--- config.mk ---
export PLATFORM = sky130hd
export DESIGN_NAME = shared_buffer_multi_queue_core
export DESIGN_NICKNAME = d
export VERILOG_FILES = /design/src/rtl/smq_pkg.sv /design/src/rtl/smq_ram.sv /design/src/rtl/smq_ctrl.sv /design/src/rtl/smq_datapath.sv /design/src/rtl/shared_buffer_multi_queue_core.sv
export SDC_FILE = /design/constraint.sdc
export NUM_CORES = 2
export LEC_CHECK = 0
export BUFFER_PORTS_ARGS = -buffer_cell sky130_fd_sc_hd__buf_2
export CAP_MARGIN = 20
export CORE_MARGIN = 4
export CORE_UTILIZATION = 40
export CTS_CLUSTER_SIZE = 30
export DETAILED_ROUTE_END_ITERATION = 10
export GPL_ROUTABILITY_DRIVEN = 0
export PLACE_DENSITY = 0.56
export RECOVER_POWER = 100
export SETUP_SLACK_MARGIN = 0.2
export SYNTH_ARGS = -nofsm -noshare
export SYNTH_HDL_FRONTEND = slang
export SYNTH_HIERARCHICAL = 1
export SYNTH_SLANG_ARGS = --single-unit
--- constraint.sdc ---
create_clock -name clock -period 6.45 [get_ports clock]
set_clock_uncertainty 0.05 [all_clocks]
set_input_delay 1.29 -clock clock [delete_from_list [all_inputs] [get_ports clock]]
set_output_delay 1.29 -clock clock [all_outputs]
set_load 0.02 [all_outputs]
--- src/rtl/smq_pkg.sv ---
package smq_pkg;

   localparam int SLOTS   = 64;
   localparam int QUEUES  = 4;

   // slot address, and slot index with room for the null code (SLOTS)
   localparam int SLOT_AW = $clog2(SLOTS);
   localparam int IDX_W   = $clog2(SLOTS + 1);
   localparam int QIDX_W  = (QUEUES > 1) ? $clog2(QUEUES) : 1;

   localparam logic [IDX_W-1:0] NIL = IDX_W'(SLOTS);

   localparam logic OP_PUSH = 1'b0;
   localparam logic OP_POP  = 1'b1;

   localparam logic [1:0] ST_OK    = 2'd0;
   localparam logic [1:0] ST_FULL  = 2'd1;
   localparam logic [1:0] ST_EMPTY = 2'd2;

   typedef struct packed {
      logic               req_type;
      logic [1:0]         queue_id;
      logic signed [31:0] push_value;
   } req_word_type;

   typedef struct packed {
      logic [1:0]         status;
      logic signed [31:0] pop_value;
   } rsp_word_type;

   typedef struct packed {
      logic start;   // take the request: issue reads, store push data
      logic finish;  // commit list updates and load the result
      logic reject;  // load the refusal result for the request
   } cmd_type;

   typedef struct packed {
      logic go;      // request at the input can be carried out
   } sts_type;

   function automatic logic is_slot(input logic [IDX_W-1:0] idx);
      return idx < IDX_W'(SLOTS);
   endfunction

   // link value of a slot never written since reset: chain to the next slot
   function automatic logic [IDX_W-1:0] link_reset(input logic [SLOT_AW-1:0] addr);
      return IDX_W'(addr) + IDX_W'(1);
   endfunction

endpackage

--- src/rtl/smq_ram.sv ---
module smq_ram #(
   parameter int WIDTH = 32,
   parameter int DEPTH = 64
) (
   input  logic                     clock,
   input  logic [$clog2(DEPTH)-1:0] addr,
   input  logic                     we,
   input  logic                     re,
   input  logic [WIDTH-1:0]         wdata,
   output logic [WIDTH-1:0]         rdata
);

   logic [WIDTH-1:0] mem_ff [DEPTH];
   logic [WIDTH-1:0] rdata_ff;

   always_ff @(posedge clock) begin
      if (we) begin
         mem_ff[addr] <= wdata;
      end
      if (re) begin
         rdata_ff <= mem_ff[addr];
      end
   end

   assign rdata = rdata_ff;

endmodule

--- src/rtl/smq_ctrl.sv ---
module smq_ctrl (
   input  logic              clock,
   input  logic              reset,
   input  logic              req_valid,
   output logic              req_stall,
   output logic              rsp_valid,
   input  logic              rsp_stall,
   input  smq_pkg::sts_type  sts,
   output smq_pkg::cmd_type  cmd
);
   import smq_pkg::*;

   localparam logic S_IDLE = 1'b0;
   localparam logic S_WORK = 1'b1;

   logic state_ff, state_in;
   logic rsp_valid_ff, rsp_valid_in;
   logic out_busy;
   logic take;

   assign out_busy  = rsp_valid_ff && rsp_stall;
   assign req_stall = (state_ff != S_IDLE) || out_busy;
   assign take      = req_valid && !req_stall;

   always_comb begin
      state_in   = state_ff;
      cmd.start  = 1'b0;
      cmd.finish = 1'b0;
      cmd.reject = 1'b0;
      unique case (state_ff)
         S_IDLE: begin
            if (take) begin
               if (sts.go) begin
                  cmd.start = 1'b1;
                  state_in  = S_WORK;
               end else begin
                  cmd.reject = 1'b1;
               end
            end
         end
         S_WORK: begin
            // hold until the output register can take the result
            if (!out_busy) begin
               cmd.finish = 1'b1;
               state_in   = S_IDLE;
            end
         end
         default: state_in = S_IDLE;
      endcase
   end

   always_comb begin
      rsp_valid_in = rsp_valid_ff && rsp_stall;
      if (cmd.finish || cmd.reject) begin
         rsp_valid_in = 1'b1;
      end
   end

   always_ff @(posedge clock) begin
      if (reset) begin
         state_ff     <= S_IDLE;
         rsp_valid_ff <= 1'b0;
      end else begin
         state_ff     <= state_in;
         rsp_valid_ff <= rsp_valid_in;
      end
   end

   assign rsp_valid = rsp_valid_ff;

endmodule

--- src/rtl/smq_datapath.sv ---
module smq_datapath (
   input  logic                  clock,
   input  logic                  reset,
   input  smq_pkg::req_word_type req_word,
   input  smq_pkg::cmd_type      cmd,
   output smq_pkg::sts_type      sts,
   output smq_pkg::rsp_word_type rsp_word
);
   import smq_pkg::*;

   logic [IDX_W-1:0]  head_ff [QUEUES];
   logic [IDX_W-1:0]  head_in [QUEUES];
   logic [IDX_W-1:0]  tail_ff [QUEUES];
   logic [IDX_W-1:0]  tail_in [QUEUES];
   logic [IDX_W-1:0]  free_head_ff, free_head_in;
   logic [SLOTS-1:0]  link_vld_ff, link_vld_in;

   logic              op_ff;
   logic [QIDX_W-1:0] q_ff;
   logic [IDX_W-1:0]  slot_ff;
   rsp_word_type      rsp_ff, rsp_in;

   logic              q_ok;
   logic [QIDX_W-1:0] req_q;
   logic [IDX_W-1:0]  head_sel;
   logic [IDX_W-1:0]  start_slot;

   logic [SLOT_AW-1:0] link_addr;
   logic               link_we;
   logic [IDX_W-1:0]   link_wdata;
   logic [IDX_W-1:0]   link_q;
   logic [IDX_W-1:0]   link_val;
   logic               link_wr_need;
   logic [SLOT_AW-1:0] link_wr_addr;

   logic               data_we;
   logic               data_re;
   logic [31:0]        data_q;

   assign q_ok     = (32'(req_word.queue_id) < QUEUES);
   assign req_q    = QIDX_W'(req_word.queue_id);
   assign head_sel = head_ff[req_q];

   assign sts.go = q_ok && ((req_word.req_type == OP_PUSH) ? is_slot(free_head_ff)
                                                           : is_slot(head_sel));

   assign start_slot = (req_word.req_type == OP_PUSH) ? free_head_ff : head_sel;

   // unwritten links read as the reset chain
   assign link_val = link_vld_ff[slot_ff[SLOT_AW-1:0]] ? link_q
                                                       : link_reset(slot_ff[SLOT_AW-1:0]);

   // push appends behind the tail; pop returns its slot to the free list
   always_comb begin
      if (op_ff == OP_PUSH) begin
         link_wr_need = is_slot(head_ff[q_ff]) && is_slot(tail_ff[q_ff]);
         link_wr_addr = tail_ff[q_ff][SLOT_AW-1:0];
         link_wdata   = slot_ff;
      end else begin
         link_wr_need = 1'b1;
         link_wr_addr = slot_ff[SLOT_AW-1:0];
         link_wdata   = free_head_ff;
      end
   end

   assign link_we   = cmd.finish && link_wr_need;
   assign link_addr = cmd.finish ? link_wr_addr : start_slot[SLOT_AW-1:0];
   assign data_we   = cmd.start && (req_word.req_type == OP_PUSH);
   assign data_re   = cmd.start && (req_word.req_type == OP_POP);

   smq_ram #(
      .WIDTH (IDX_W),
      .DEPTH (SLOTS)
   ) u_link_ram (
      .clock (clock),
      .addr  (link_addr),
      .we    (link_we),
      .re    (cmd.start),
      .wdata (link_wdata),
      .rdata (link_q)
   );

   smq_ram #(
      .WIDTH (32),
      .DEPTH (SLOTS)
   ) u_data_ram (
      .clock (clock),
      .addr  (start_slot[SLOT_AW-1:0]),
      .we    (data_we),
      .re    (data_re),
      .wdata (req_word.push_value),
      .rdata (data_q)
   );

   always_comb begin
      head_in      = head_ff;
      tail_in      = tail_ff;
      free_head_in = free_head_ff;
      link_vld_in  = link_vld_ff;
      if (link_we) begin
         link_vld_in[link_wr_addr] = 1'b1;
      end
      if (cmd.finish) begin
         if (op_ff == OP_PUSH) begin
            free_head_in = link_val;
            if (!is_slot(head_ff[q_ff])) begin
               head_in[q_ff] = slot_ff;
            end
            tail_in[q_ff] = slot_ff;
         end else begin
            // the tail slot's link is never written on push: end the list here
            head_in[q_ff] = (slot_ff == tail_ff[q_ff]) ? NIL : link_val;
            free_head_in  = slot_ff;
         end
      end
   end

   always_comb begin
      rsp_in = rsp_ff;
      if (cmd.finish) begin
         rsp_in.status    = ST_OK;
         rsp_in.pop_value = (op_ff == OP_POP) ? data_q : '0;
      end else if (cmd.reject) begin
         if (req_word.req_type == OP_PUSH) begin
            rsp_in.status    = ST_FULL;
            rsp_in.pop_value = '0;
         end else begin
            rsp_in.status    = ST_EMPTY;
            rsp_in.pop_value = '1;
         end
      end
   end

   always_ff @(posedge clock) begin
      if (reset) begin
         for (int i = 0; i < QUEUES; i++) begin
            head_ff[i] <= NIL;
            tail_ff[i] <= NIL;
         end
         free_head_ff <= '0;
         link_vld_ff  <= '0;
      end else begin
         head_ff      <= head_in;
         tail_ff      <= tail_in;
         free_head_ff <= free_head_in;
         link_vld_ff  <= link_vld_in;
      end
   end

   always_ff @(posedge clock) begin
      if (cmd.start) begin
         op_ff   <= req_word.req_type;
         q_ff    <= req_q;
         slot_ff <= start_slot;
      end
      rsp_ff <= rsp_in;
   end

   assign rsp_word = rsp_ff;

endmodule

--- src/rtl/shared_buffer_multi_queue_core.sv ---
// Several FIFO queues sharing one 64-slot store through per-slot links and a
// free list. A push or pop that succeeds reads the link store, a single-port
// RAM, when the request is taken (next free slot, or next element of the queue)
// and writes it as the request finishes. A refused request (store full, empty
// queue, queue number out of range) skips the work state. Results go to an
// output register, so a new request is taken once the control is idle and that
// register is free or being drained. No clearing pass is needed after reset.
module shared_buffer_multi_queue_core (
   input  logic                  clock,
   input  logic                  reset,
   input  logic                  req_valid,
   output logic                  req_stall,
   input  smq_pkg::req_word_type req_word,
   output logic                  rsp_valid,
   input  logic                  rsp_stall,
   output smq_pkg::rsp_word_type rsp_word
);
   import smq_pkg::*;

   cmd_type cmd;
   sts_type sts;

   smq_ctrl u_ctrl (
      .clock     (clock),
      .reset     (reset),
      .req_valid (req_valid),
      .req_stall (req_stall),
      .rsp_valid (rsp_valid),
      .rsp_stall (rsp_stall),
      .sts       (sts),
      .cmd       (cmd)
   );

   smq_datapath u_datapath (
      .clock    (clock),
      .reset    (reset),
      .req_word (req_word),
      .cmd      (cmd),
      .sts      (sts),
      .rsp_word (rsp_word)
   );

endmodule

==> results.py <==
metrics = {
    "pwr": {
        "leakagePower_nw": 37.5,
        "irDropWorstVdd_v": 0.000186,
        "power_switching_mw": 8.08,
        "swShare": 0.216,
        "pwr-share-comb": 0.056,
        "p_seq_frac": 0.520,
        "p_per_area_nw_per_um2": 312,
        "clkPwrFrac": 0.424,
        "p_int_mw": 29.3,
    },
    "drt": {
        "dr.first_iter.drc_count": 7557,
        "route.detailed.drc": 0,
        "vias": 60300,
        "dr.pass1.iters": 6,
        "wl_um": 311000,
        "routed_via_density": 5.98,
        "wl_per_cell_um": 30.8,
        "ant_nets": 0,
    },
    "worst_setup_path": {
        "crit_path_end_kind": "flop",
        "arrival_ns": 6.32,
        "crit_start": "req_word[33]",
        "critPathKind": "in -> reg",
        "reg2reg_from": "u_datapath/q_ff[0]",
        "critPathRequiredTime_ns": 6.87,
        "cp-start-kind": "primary input",
        "crit_path_max_fanout": 36,
    },
    "logic_synthesis": {
        "yosysWarningCount": 6,
        "ys_seq_area_frac": 0.762,
        "syn_area_um2": 105000,
        "synth-main-ff-cell": "edfxtp_1",
        "synth_fp_nets": 6116,
        "ys_seq_elements": 2708,
        "ys_async_sr_fraction": 0,
        "avgSynthCellArea_um2": 17.3,
        "synth_edf_count": 2577,
        "synth_cells": 6076,
        "ys_types": 87,
    },
    "clock_tree": {
        "postCtsResizedCells": 0,
        "cts_tree": "yes",
        "clkLatencyLatePin_ns": 0.93,
        "cts.reportedPaths.clkPinSlew_ns": 0.05,
        "cts_hold_buf": 0,
        "htreeDepth": 5,
        "cts_buffers": 296,
        "root_buffer": "clkbuf_16",
        "post_cts_buffers": 0,
        "cts_buffer_depth": 4,
        "cts_sinks": 2708,
    },
    "sta": {
        "period_needed_ns": 5.91,
        "tns_ns": 0,
        "whs_ns": 0.404,
        "fin_crit_sh": 0.916,
        "drv_slew": 3176,
        "fmax_ghz": 0.169,
        "rsz0062_at_grt": "no",
        "finalSetupViolations": 0,
        "hold_viol_final": 0,
        "slew_headroom": -1.70,
        "worst_slack_ns": 0.544,
        "worst_pin_slew_ns": 4.05,
    },
    "cells_and_area": {
        "seq_area_um2": 80000,
        "fill_cells": 22300,
        "drive_gt1_frac": 0.158,
        "fin_util": 0.460,
        "multiInputGateArea_um2": 23500,
        "area_growth_pct": 13.9,
        "nets": 6436,
    },
    "place": {
        "dpl_worst_slack_ns": 0.675,
        "port_buffers": 74,
        "dpl.hpwl_um": 184000,
    },
    "floorplan": {
        "core_um2": 260000,
        "rows": 187,
        "die_w_um": 520,
        "die_y_um": 520,
        "initial_utilization": 0.403,
        "io_pins": 75,
        "die-area_um2": 271000,
    },
    "run_status": {
        "outcome": "finished with violations",
        "violations": "max-capacitance violations, max-slew violations",
    },
    "hold_path": {
        "min_path_type": "reg -> reg",
        "hold_start": "u_datapath/tail_ff[5]",
    },
    "global_routing": {
        "grt_pass1_vias": 58900,
        "grt_pass1_wl_um": 441000,
        "overflow": 0,
        "grt_start_max_net_pins": 95,
        "grt.total_usage": 0.224,
        "antenna_found_initial": 21,
    },
    "run": {
        "cap_viol_max_count": 69,
    },
}
-- worst max-delay path: stages --
cell,delay (ns)
clkbuf_1,0.48
mux4_2,0.60
mux2_8,0.47
nor2b_4,0.52
clkbuf_1,0.77
nand3_1,0.31
clkbuf_1,0.33
nor2_4,0.16
clkbuf_1,1.21
-- layout make-up --
type,count,area share
well taps,3496,0.0366
clock buffers,372,0.0657
repair buffers,451,0.0238
inverters,13,0.000470
diodes,6,0.000125
clock inverters,121,0.00866
flip-flops and latches,2708,0.669
multi-input cells,2926,0.196
-- layout by cell type, fill, tap and decap left out, types with 18 or more instances in the layout --
| master | count |
|---|---|
| mux2_2 | 182 |
| o21ai_0 | 126 |
| nand3_1 | 68 |
| o22a_1 | 72 |
| clkbuf_1 | 270 |
| nand2_1 | 112 |
| a211oi_1 | 36 |
| and3_1 | 87 |
| nor3_1 | 46 |
| dfxtp_1 | 131 |
| a31oi_1 | 52 |
| buf_12 | 29 |
| buf_2 | 31 |
| mux2i_1 | 332 |
| buf_4 | 149 |
| a22o_1 | 81 |
| mux4_2 | 129 |
| clkinv_2 | 38 |
| a21oi_1 | 251 |
| clkinv_1 | 55 |
| a221oi_1 | 227 |
| nor2_1 | 323 |
| clkbuf_16 | 304 |
| a22oi_1 | 257 |
| clkbuf_2 | 37 |
| nand2b_1 | 35 |
| o22ai_1 | 113 |
| a21o_1 | 33 |
| edfxtp_1 | 2577 |
| nor2_4 | 41 |
| bufinv_16 | 18 |
-- through the flow --
step | power, mW | instances | area (µm²)
floorplan | 20.9 | 6076 | 105000
global placement | 21.9 | 9583 | 112000
detailed placement | 21.9 | 9591 | 112000
CTS | 37.6 | 10100 | 121000
global route | 38.5 | 10100 | 120000
finish | 37.4 | 10100 | 120000
-- synthesized netlist by cell type, types with 68 or more instances --
master,number,area [µm²]
mux2i_1,332,3320
a22o_1,81,709
and3_1,87,544
nand3_1,68,340
o21ai_0,125,626
a221oi_1,227,1990
edfxtp_1,2577,77400
clkbuf_1,222,833
mux4_2,129,2910
mux2_2,189,2130
buf_2,132,661
a22oi_1,257,1930
nand2_1,114,428
o22ai_1,112,701
a21oi_1,250,1250
o22a_1,72,631
nor2_1,365,1370
dfxtp_1,131,2620
-- final timing paths --
| path | to | slack [ns] | depth (start not counted) |
|---|---|---|---|
| max | u_datapath/u_data_ram/mem_ff[13][17] | 0.54 | 9 |
| min | u_datapath/tail_ff[5] | 0.40 | 2 |
| max reg2reg | u_datapath/u_link_ram/mem_ff[59][6] | 0.77 | 9 |
| min reg2reg | u_datapath/tail_ff[5] | 0.40 | 2 |
-- routing by layer --
metal,track usage,share of wire,up-vias
met2,0.354,0.47,3041
met4,0.0605,0.030,4
li1,-,-,25400
met1,0.316,0.41,31400
met5,0,0.000097,-
met3,0.0447,0.092,492
-- cell families (layout without fill, tap and decap cells) --
family,count (synthesis),after routing,share of synthesized area
flops,2708,2708,0.762
compound gates,1395,1395,0.0962
simple gates,863,863,0.0401
mux,660,660,0.0818
buf+inv,442,957,0.0197
xor+xnor,7,7,0.000584
fa+ha+maj,1,1,0.000119
other cells,0,6,0
-- power groups by stage --
stage	sequential [mW]	combinational [mW]	clock, mW
after global placement	19.8	2.08	0
after floorplan	19.8	1.11	0
after global routing	19.4	2.20	16.9
after CTS	19.4	2.11	16.1
final	19.4	2.08	15.8
after detailed placement	19.8	2.11	0
-- sequential cells by signal, indices dropped and copies added (netlist names) --
name and cells:
u_datapath/u_data_ram/mem_ff 2048, u_datapath/u_link_ram/mem_ff 448, u_datapath/link_vld_ff 64, u_datapath/rsp_word 34
u_datapath/u_data_ram/rdata 32, u_datapath/head_ff 28, u_datapath/tail_ff 28, u_datapath/free_head_ff 7
u_datapath/slot_ff 7, u_datapath/u_link_ram/rdata 7, u_datapath/q_ff 2, u_ctrl/rsp_valid 1
u_ctrl/state_ff 1, u_datapath/op_ff 1
Note: power is estimated with default switching activity, not from simulation.
